File: src/design/qrt_pkg.sv
// Package for the quorum reply tracker: sizes, codes, entry and result types.
`default_nettype none
package qrt_pkg;

   localparam int TABLE_DEPTH = 16;
   localparam int ID_BITS     = $clog2(TABLE_DEPTH);
   localparam int CNT_BITS    = ID_BITS + 1;
   localparam int TIME_BITS   = 32;
   localparam int TALLY_BITS  = 2;
   localparam int TYPE_BITS   = 2;
   localparam int TMO_BITS    = 16;
   localparam int KIND_BITS   = 3;
   localparam int OP_BITS     = 2;
   localparam int ADDR_BITS   = 2;
   localparam int DATA_BITS   = 32;

   localparam logic [OP_BITS-1:0] OP_OPEN  = 2'd0;
   localparam logic [OP_BITS-1:0] OP_REPLY = 2'd1;
   localparam logic [OP_BITS-1:0] OP_TICK  = 2'd2;

   localparam logic [KIND_BITS-1:0] KIND_OPENED  = 3'd0;
   localparam logic [KIND_BITS-1:0] KIND_SUCCESS = 3'd1;
   localparam logic [KIND_BITS-1:0] KIND_FAIL    = 3'd2;
   localparam logic [KIND_BITS-1:0] KIND_FULL    = 3'd3;
   localparam logic [KIND_BITS-1:0] KIND_UNKNOWN = 3'd4;

   localparam logic [ADDR_BITS-1:0] CSR_TIMEOUT_ADDR = 2'd0;
   localparam logic [TMO_BITS-1:0]  TIMEOUT_RESET    = 16'd20;

   localparam logic [TALLY_BITS-1:0] QUORUM_SUCCESS = 2'd2;
   localparam logic [TALLY_BITS-1:0] QUORUM_REPLIES = 2'd3;
   localparam logic [TALLY_BITS-1:0] FAIL_MAX_SUCC  = 2'd1;

   typedef enum logic [1:0] {
      ST_IDLE,
      ST_REPLY,
      ST_SCAN,
      ST_FLUSH
   } qrt_state_type;

   typedef struct packed {
      logic [TALLY_BITS-1:0] reply_tally;
      logic [TALLY_BITS-1:0] success_tally;
      logic [TYPE_BITS-1:0]  slot_type;
      logic [TIME_BITS-1:0]  open_stamp;
   } qrt_entry_type;

   typedef struct packed {
      logic [KIND_BITS-1:0] kind;
      logic [ID_BITS-1:0]   result_id;
      logic [TYPE_BITS-1:0] result_type;
   } qrt_result_type;

endpackage
`default_nettype wire

File: src/design/quorum_reply_tracker.sv
// Top level of the quorum reply tracker: slot table memory, sequencer and ports.
//
//  channel | direction | handshake          | word
//  --------+-----------+--------------------+----------------------------------------
//  req     | in        | req_valid/req_stall| op, trans_id, op_type, success
//  rsp     | out       | rsp_valid/rsp_stall| kind, result_id, result_type, last
//  csr     | in/out    | APB (pready high)  | timeout_ticks at byte address 0
//
// An item passes through IDLE, which accepts it (open, tick and unknown replies are
// handled there), REPLY for a reply's read-modify-write of its slot entry, SCAN for
// the timeout scan that reads the slot memory one entry per cycle while no held result
// is blocked by rsp_stall, and FLUSH. The slot memory has a single read port.
// Reset clears the open bits, the time counter and the control state; the slot memory
// needs no clearing since only the entries of open slots are used.
// Each result waits in a one-word hold stage so the last flag can be set on the final one.
`default_nettype none
module quorum_reply_tracker (
   input  wire                                 clock,
   input  wire                                 reset,
   input  wire                                 req_valid,
   output logic                                req_stall,
   input  wire  [qrt_pkg::OP_BITS-1:0]         req_op,
   input  wire  [qrt_pkg::ID_BITS-1:0]         req_trans_id,
   input  wire  [qrt_pkg::TYPE_BITS-1:0]       req_op_type,
   input  wire                                 req_success,
   output logic                                rsp_valid,
   input  wire                                 rsp_stall,
   output logic [qrt_pkg::KIND_BITS-1:0]       rsp_kind,
   output logic [qrt_pkg::ID_BITS-1:0]         rsp_result_id,
   output logic [qrt_pkg::TYPE_BITS-1:0]       rsp_result_type,
   output logic                                rsp_last,
   input  wire                                 psel,
   input  wire                                 penable,
   input  wire                                 pwrite,
   input  wire  [qrt_pkg::ADDR_BITS-1:0]       paddr,
   input  wire  [qrt_pkg::DATA_BITS-1:0]       pwdata,
   output logic [qrt_pkg::DATA_BITS-1:0]       prdata,
   output logic                                pready
);
   import qrt_pkg::*;

   // slot table memory, one entry per slot
   qrt_entry_type entry_mem [TABLE_DEPTH];
   qrt_entry_type mem_q_ff;
   logic          mem_we;
   logic          mem_re;
   logic [ID_BITS-1:0] mem_waddr;
   logic [ID_BITS-1:0] mem_raddr;
   qrt_entry_type mem_wdata;

   // sequencer and table state
   qrt_state_type state_ff, state_in;
   logic [TABLE_DEPTH-1:0] open_ff, open_in;
   logic [TIME_BITS-1:0]   now_ff, now_in;
   logic [TMO_BITS-1:0]    timeout_ff;
   logic [ID_BITS-1:0]     tid_ff, tid_in;
   logic                   succ_ff, succ_in;
   logic [CNT_BITS-1:0]    scan_cnt_ff, scan_cnt_in;
   logic                   eval_valid_ff, eval_valid_in;
   logic [ID_BITS-1:0]     eval_idx_ff, eval_idx_in;

   // hold stage and output register
   logic           pend_valid_ff, pend_valid_in;
   qrt_result_type pend_ff, pend_in;
   logic           rsp_valid_ff, rsp_valid_in;
   qrt_result_type rsp_word_ff, rsp_word_in;
   logic           rsp_last_ff, rsp_last_in;

   // datapath helpers
   logic                  out_free;
   logic                  free_found;
   logic [ID_BITS-1:0]    free_idx;
   logic [TALLY_BITS-1:0] reply_nx;
   logic [TALLY_BITS-1:0] succ_nx;
   logic [TIME_BITS-1:0]  age;
   logic                  timed_out;
   logic                  do_produce;
   logic                  do_flush;
   qrt_result_type        new_res;
   logic                  csr_write;

   // ------------------------------------------------------------------
   // Configuration port
   // ------------------------------------------------------------------
   assign pready    = 1'b1;
   assign csr_write = psel && penable && pwrite && pready;

   always_comb begin
      prdata = '0;
      if (paddr == CSR_TIMEOUT_ADDR) begin
         prdata = DATA_BITS'(timeout_ff);
      end
   end

   always_ff @(posedge clock) begin
      if (reset) begin
         timeout_ff <= TIMEOUT_RESET;
      end else if (csr_write && paddr == CSR_TIMEOUT_ADDR) begin
         timeout_ff <= pwdata[TMO_BITS-1:0];
      end
   end

   // ------------------------------------------------------------------
   // Slot memory: one write port, one registered read port
   // ------------------------------------------------------------------
   always_ff @(posedge clock) begin
      if (mem_we) begin
         entry_mem[mem_waddr] <= mem_wdata;
      end
      if (mem_re) begin
         mem_q_ff <= entry_mem[mem_raddr];
      end
   end

   // ------------------------------------------------------------------
   // Datapath helpers
   // ------------------------------------------------------------------
   // lowest free slot
   always_comb begin
      free_found = 1'b0;
      free_idx   = '0;
      for (int i = TABLE_DEPTH - 1; i >= 0; i--) begin
         if (!open_ff[i]) begin
            free_found = 1'b1;
            free_idx   = ID_BITS'(i);
         end
      end
   end

   // reply tallies wrap in two bits
   assign reply_nx = mem_q_ff.reply_tally + TALLY_BITS'(1);
   assign succ_nx  = mem_q_ff.success_tally + TALLY_BITS'(succ_ff);

   // age of the slot under evaluation, modulo the time width
   assign age       = now_ff - mem_q_ff.open_stamp;
   assign timed_out = open_ff[eval_idx_ff] && (age >= TIME_BITS'(timeout_ff));

   assign out_free = !rsp_valid_ff || !rsp_stall;

   // ------------------------------------------------------------------
   // Sequencer
   // ------------------------------------------------------------------
   always_ff @(posedge clock) begin
      if (reset) begin
         state_ff      <= ST_IDLE;
         open_ff       <= '0;
         now_ff        <= '0;
         scan_cnt_ff   <= '0;
         eval_valid_ff <= 1'b0;
         pend_valid_ff <= 1'b0;
         rsp_valid_ff  <= 1'b0;
      end else begin
         state_ff      <= state_in;
         open_ff       <= open_in;
         now_ff        <= now_in;
         scan_cnt_ff   <= scan_cnt_in;
         eval_valid_ff <= eval_valid_in;
         pend_valid_ff <= pend_valid_in;
         rsp_valid_ff  <= rsp_valid_in;
      end
   end

   always_ff @(posedge clock) begin
      tid_ff      <= tid_in;
      succ_ff     <= succ_in;
      eval_idx_ff <= eval_idx_in;
      pend_ff     <= pend_in;
      rsp_word_ff <= rsp_word_in;
      rsp_last_ff <= rsp_last_in;
   end

   always_comb begin
      state_in      = state_ff;
      open_in       = open_ff;
      now_in        = now_ff;
      tid_in        = tid_ff;
      succ_in       = succ_ff;
      scan_cnt_in   = scan_cnt_ff;
      eval_valid_in = eval_valid_ff;
      eval_idx_in   = eval_idx_ff;
      mem_we        = 1'b0;
      mem_waddr     = tid_ff;
      mem_wdata     = mem_q_ff;
      mem_re        = 1'b0;
      mem_raddr     = tid_ff;
      do_produce    = 1'b0;
      do_flush      = 1'b0;
      new_res       = '0;
      req_stall     = 1'b1;

      case (state_ff)
         ST_IDLE: begin
            // hold stage is empty here, so a result never blocks
            req_stall = 1'b0;
            if (req_valid) begin
               tid_in      = req_trans_id;
               succ_in     = req_success;
               scan_cnt_in = '0;
               state_in    = ST_SCAN;
               case (req_op)
                  OP_OPEN: begin
                     do_produce = 1'b1;
                     if (free_found) begin
                        open_in[free_idx]       = 1'b1;
                        mem_we                  = 1'b1;
                        mem_waddr               = free_idx;
                        mem_wdata.reply_tally   = '0;
                        mem_wdata.success_tally = '0;
                        mem_wdata.slot_type     = req_op_type;
                        mem_wdata.open_stamp    = now_ff;
                        new_res.kind            = KIND_OPENED;
                        new_res.result_id       = free_idx;
                        new_res.result_type     = req_op_type;
                     end else begin
                        new_res.kind        = KIND_FULL;
                        new_res.result_id   = '0;
                        new_res.result_type = req_op_type;
                     end
                  end
                  OP_REPLY: begin
                     if (open_ff[req_trans_id]) begin
                        // fetch the entry, update it next cycle
                        mem_re    = 1'b1;
                        mem_raddr = req_trans_id;
                        state_in  = ST_REPLY;
                     end else begin
                        do_produce          = 1'b1;
                        new_res.kind        = KIND_UNKNOWN;
                        new_res.result_id   = req_trans_id;
                        new_res.result_type = '0;
                     end
                  end
                  OP_TICK: begin
                     now_in = now_ff + TIME_BITS'(1);
                  end
                  default: begin
                     // unused opcode: no state change, scan still runs
                  end
               endcase
            end
         end

         ST_REPLY: begin
            mem_we                  = 1'b1;
            mem_waddr               = tid_ff;
            mem_wdata.reply_tally   = reply_nx;
            mem_wdata.success_tally = succ_nx;
            new_res.result_id       = tid_ff;
            new_res.result_type     = mem_q_ff.slot_type;
            if (succ_ff && succ_nx == QUORUM_SUCCESS) begin
               open_in[tid_ff] = 1'b0;
               do_produce      = 1'b1;
               new_res.kind    = KIND_SUCCESS;
            end else if (reply_nx == QUORUM_REPLIES && succ_nx <= FAIL_MAX_SUCC) begin
               open_in[tid_ff] = 1'b0;
               do_produce      = 1'b1;
               new_res.kind    = KIND_FAIL;
            end
            state_in = ST_SCAN;
         end

         ST_SCAN: begin
            // read one entry per cycle while no held result is blocked, judge the previous one
            if (!(eval_valid_ff && timed_out && pend_valid_ff && !out_free)) begin
               if (eval_valid_ff && timed_out) begin
                  open_in[eval_idx_ff] = 1'b0;
                  do_produce           = 1'b1;
                  new_res.kind         = KIND_FAIL;
                  new_res.result_id    = eval_idx_ff;
                  new_res.result_type  = mem_q_ff.slot_type;
               end
               if (scan_cnt_ff != CNT_BITS'(TABLE_DEPTH)) begin
                  mem_re        = 1'b1;
                  mem_raddr     = scan_cnt_ff[ID_BITS-1:0];
                  eval_valid_in = 1'b1;
                  eval_idx_in   = scan_cnt_ff[ID_BITS-1:0];
                  scan_cnt_in   = scan_cnt_ff + CNT_BITS'(1);
               end else begin
                  eval_valid_in = 1'b0;
                  state_in      = ST_FLUSH;
               end
            end
         end

         ST_FLUSH: begin
            // push the held word out as the last one of this item
            if (!pend_valid_ff) begin
               state_in = ST_IDLE;
            end else if (out_free) begin
               do_flush = 1'b1;
               state_in = ST_IDLE;
            end
         end

         default: begin
            state_in = ST_IDLE;
         end
      endcase
   end

   // hold stage and output register
   always_comb begin
      pend_valid_in = pend_valid_ff;
      pend_in       = pend_ff;
      rsp_valid_in  = rsp_valid_ff && rsp_stall;
      rsp_word_in   = rsp_word_ff;
      rsp_last_in   = rsp_last_ff;
      if (do_produce) begin
         if (pend_valid_ff) begin
            rsp_valid_in = 1'b1;
            rsp_word_in  = pend_ff;
            rsp_last_in  = 1'b0;
         end
         pend_valid_in = 1'b1;
         pend_in       = new_res;
      end else if (do_flush) begin
         rsp_valid_in  = 1'b1;
         rsp_word_in   = pend_ff;
         rsp_last_in   = 1'b1;
         pend_valid_in = 1'b0;
      end
   end

   assign rsp_valid       = rsp_valid_ff;
   assign rsp_kind        = rsp_word_ff.kind;
   assign rsp_result_id   = rsp_word_ff.result_id;
   assign rsp_result_type = rsp_word_ff.result_type;
   assign rsp_last        = rsp_last_ff;

`ifndef SYNTHESIS
   // a new item is only taken with an empty hold stage
   assert property (@(posedge clock) disable iff (reset)
      (req_valid && !req_stall) |-> !pend_valid_ff)
      else $error("item accepted while a result is still held");

   // the scan pipeline is drained outside the scan
   assert property (@(posedge clock) disable iff (reset)
      (state_ff == ST_IDLE || state_ff == ST_FLUSH) |-> !eval_valid_ff)
      else $error("scan evaluation pending outside the scan");

   // scan pointer never runs past the table
   assert property (@(posedge clock) disable iff (reset)
      scan_cnt_ff <= CNT_BITS'(TABLE_DEPTH))
      else $error("scan pointer past the table");

   // leaving flush empties the hold stage
   assert property (@(posedge clock) disable iff (reset)
      (state_ff == ST_FLUSH && state_in == ST_IDLE) |=> !pend_valid_ff)
      else $error("held result left behind after flush");
`endif

endmodule
`default_nettype wire

File: config.mk
export PLATFORM = sky130hd
export DESIGN_NAME = quorum_reply_tracker
export DESIGN_NICKNAME = d
export VERILOG_FILES = /design/src/design/qrt_pkg.sv /design/src/design/quorum_reply_tracker.sv
export SDC_FILE = /design/constraint.sdc
export NUM_CORES = 1
export LEC_CHECK = 0
export BUFFER_PORTS_ARGS = -buffer_cell sky130_fd_sc_hd__buf_2
export CORE_ASPECT_RATIO = 0.9
export CORE_UTILIZATION = 35
export CTS_CLUSTER_SIZE = 30
export DETAILED_ROUTE_END_ITERATION = 16
export HOLD_SLACK_MARGIN = 0.02
export SETUP_SLACK_MARGIN = 0.2
export SLEW_MARGIN = 30
export SYNTH_ARGS = -nofsm -noshare
export SYNTH_HDL_FRONTEND = slang
export SYNTH_SLANG_ARGS = --single-unit
File: constraint.sdc
create_clock -name clock -period 9.29 [get_ports clock]
set_clock_uncertainty 0.1 [all_clocks]
set_input_delay 1.3935 -clock clock [delete_from_list [all_inputs] [get_ports clock]]
set_output_delay 1.3935 -clock clock [all_outputs]
set_load 0.1 [all_outputs]
==> impl_metrics.py <==
metrics = {
    "detailed_routing": {
        "drt-vias-per-instance": 5.35,
        "dr_total_vias": 20200,
        "drc": 0,
        "drtAntennaViolNets": 0,
        "wl_per_cell_um": 22.1,
        "drt_iter0_drc": 1952,
        "firstDrtPassIters": 8,
        "drt-total-wl_mm": 83.8,
    },
    "sta": {
        "finalCritPeriodShare": 0.879,
        "setup_violations": 0,
        "fmax_mhz": 122,
        "rsz0062_at_grt": "no",
        "min_period_ps": 8170,
        "hold_ws_ps": 318,
        "worst_slew_pin_slew_ps": 979,
        "report.final.slew_viol_count": 0,
        "slew_headroom": 0.347,
        "tns_ps": 0,
        "finalHoldViolations": 0,
    },
    "cts": {
        "clk_pin_slew_ps": 60,
        "cts_root_buf": "clkbuf_16",
        "cts_tree": "yes",
        "clk_latency_ps": 620,
        "cts_hold_buf": 0,
        "cts_buffers": 78,
        "post_cts_buffers": 0,
        "htreeDepth": 3,
        "cts_resized": 0,
        "clock_sinks": 748,
        "cts_max_path_buffers": 3,
    },
    "synth": {
        "synth_cells": 2404,
        "syn_area_per_cell_sq_um": 13.9,
        "synth_top_area_share": 0.608,
        "ys_warn_count": 0,
        "synth_top_cell_by_area": "edfxtp_1",
        "synthFlopType": "edfxtp_1",
        "ys_ff_latch": 748,
        "yosysSeqAreaShare": 0.652,
        "syn_area_sq_um": 33300,
        "synth_cell_type_count": 75,
        "synthTopCellsByArea": "edfxtp_1 61%, mux2i_1 7.2%, dfxtp_1 4.4%",
        "synth-edff-count": 674,
        "ys_async_sr_fraction": 0,
    },
    "finish": {
        "diodes": 0,
        "num-nets-final": 2589,
        "syn2layout_area_growth_pct": 13.1,
        "finalNonFillerCells": 3782,
        "final_core_util": 0.402,
        "layout-drive-gt1-share": 0.163,
    },
    "place": {
        "port_buffers": 61,
        "gp_congestion": 0.917,
        "post-place-cells": 3643,
        "dpl.hpwl_mm": 49.1,
    },
    "min_path": {
        "hold_path_class": "flop to flop",
    },
    "floorplan": {
        "die_w_um": 327,
        "die_h_um": 295,
        "die-area_sq_um": 96400,
        "ios": 95,
        "start_util": 0.356,
        "core_area_sq_um": 93600,
        "rows": 106,
    },
    "grt": {
        "overflow": 0,
        "antenna_found_initial": 0,
        "grt_use_total": 0.173,
        "grt_pass1_wl_mm": 124,
        "grt_start_max_net_pins": 124,
        "grt_pass1_vias": 19800,
    },
    "worst_setup_path": {
        "startpoint_type": "flop",
        "critPathRequiredTime_ps": 9540,
        "cp.arrival_ps": 8420,
        "endpoint_kind": "flop",
        "path_max_fanout": 123,
        "path_class": "flop to flop",
    },
    "run": {
        "cap_violations": 0,
    },
    "power_and_ir_drop": {
        "max-vdd-ir-drop_mv": 0.152,
        "p_per_area_nw_per_um2": 253,
        "leakage_nw": 13.0,
    },
    "status": {
        "run_status": "finished clean",
    },
}
[stage by stage]
stage               instance area, sq um  setup slack, ps  total power, mW
floorplan                          33400             2380             5.92
global placement                   35200             1320             6.60
detailed placement                 35300             1180             6.67
CTS                                37700             1150             9.61
global route                       37700              714             9.92
finish                             37700             1120             9.54
[sequential cells by signal, indices dropped and copies added, names as in the netlist, 2 cells and up]
name,cells
pend_ff,9
timeout_ff,16
open_ff,16
now_ff,32
state_ff,2
rsp_result_type,2
tid_ff,4
scan_cnt_ff,5
entry_mem,608
eval_idx_ff,4
rsp_kind,3
rsp_result_id,4
mem_q_ff,38
[report_power, final]
| part | internal [mW] | switching [mW] |
|---|---|---|
| registers | 4.10 | 0.0693 |
| clock network | 1.69 | 1.25 |
| logic | 0.889 | 1.54 |
[kinds of logic after synthesis]
logic type                 after synthesis  share of synthesized area
muxes                                  373                      0.123
other                                    2                   0.000225
xor gates and xnor gates                53                     0.0139
AOI/OAI and AO/OA                      445                     0.0863
adders and majority gates               58                     0.0220
DFF                                    748                      0.652
buffers and inverters                  217                     0.0296
and+or+nand+nor                        508                     0.0728
[metal layers]
metal / vias up / track usage / wire (um) / share of wire
li1: 9261 / - / - / -
met1: 10200 / 0.238 / 37600 / 0.45
met2: 662 / 0.278 / 38900 / 0.46
met3: 116 / 0.0330 / 5380 / 0.064
met4: 0 / 0.0474 / 1890 / 0.023
met5: - / 0 / 0 / 0
[placed cells by master, fill, tap and decap left out, types with 13 or more instances in the layout]
master       n
buf_4       59
o22ai_1     77
clkbuf_16   83
xor2_1      40
o21ai_1     28
or3_1       46
clkbuf_1    18
dfxtp_1     74
buf_2       61
inv_1       74
mux2i_1    241
nand4_1     22
ha_1        57
mux2_2      85
mux2_4      27
o21ai_0     91
a22oi_2     24
and3_1      15
nor3_1      39
nand2_1    188
nor2_1     100
edfxtp_1   674
o211ai_1    13
conb_1      17
nand3_1     24
a21oi_1    100
nor2_4      16
a22oi_1     29
xnor2_1     13
clkinv_1    19
[synth_stat cells, types with 52 or more instances]
library cell / instances
clkbuf_1: 62
mux2i_1: 241
mux2_2: 85
o22ai_1: 78
a21oi_1: 100
edfxtp_1: 674
nand2_1: 188
ha_1: 57
buf_2: 52
nor2_1: 116
o21ai_0: 95
dfxtp_1: 74
inv_1: 74
[worst max-delay path, cell delays in order (launching register included)]
cell and delay [ps]:
dfxtp_1 430, inv_1 80, ha_1 200, fa_1 410
nor2b_1 200, o2111ai_1 270, a211oi_1 390, or3_1 200
xor2_1 270, ha_1 300, and4_1 190, o211ai_1 100
o32ai_1 130, or4_1 520, or4_4 560, a2111oi_4 330
nand3_2 160, nor4_4 520, a211o_4 630, buf_12 620
mux2_2 430, a22oi_2 170, o21ai_1 90, or3_1 370
[area by class of cell]
class                           count  area [sq um]
Timing Repair Buffer              125           856
Sequential cell                   748         21700
Clock inverter                     34           204
Tap cell                         1242          1550
Multi-Input combinational cell   1454         10900
Clock buffer                      105          2200
Fill cell                        8693         56000
Inverter                           74           278
[worst paths after layout]
kind              depth (start not counted)  slack [ps]            endpoint        from
setup / recovery                         23        1120        mem_q_ff[17]   now_ff[0]
hold / removal                            0         320  rsp_result_type[1]  pend_ff[1]
setup reg to reg                         23        1120        mem_q_ff[17]   now_ff[0]
hold reg to reg                           0         320  rsp_result_type[1]  pend_ff[1]
(Power assumes the default switching activity.)
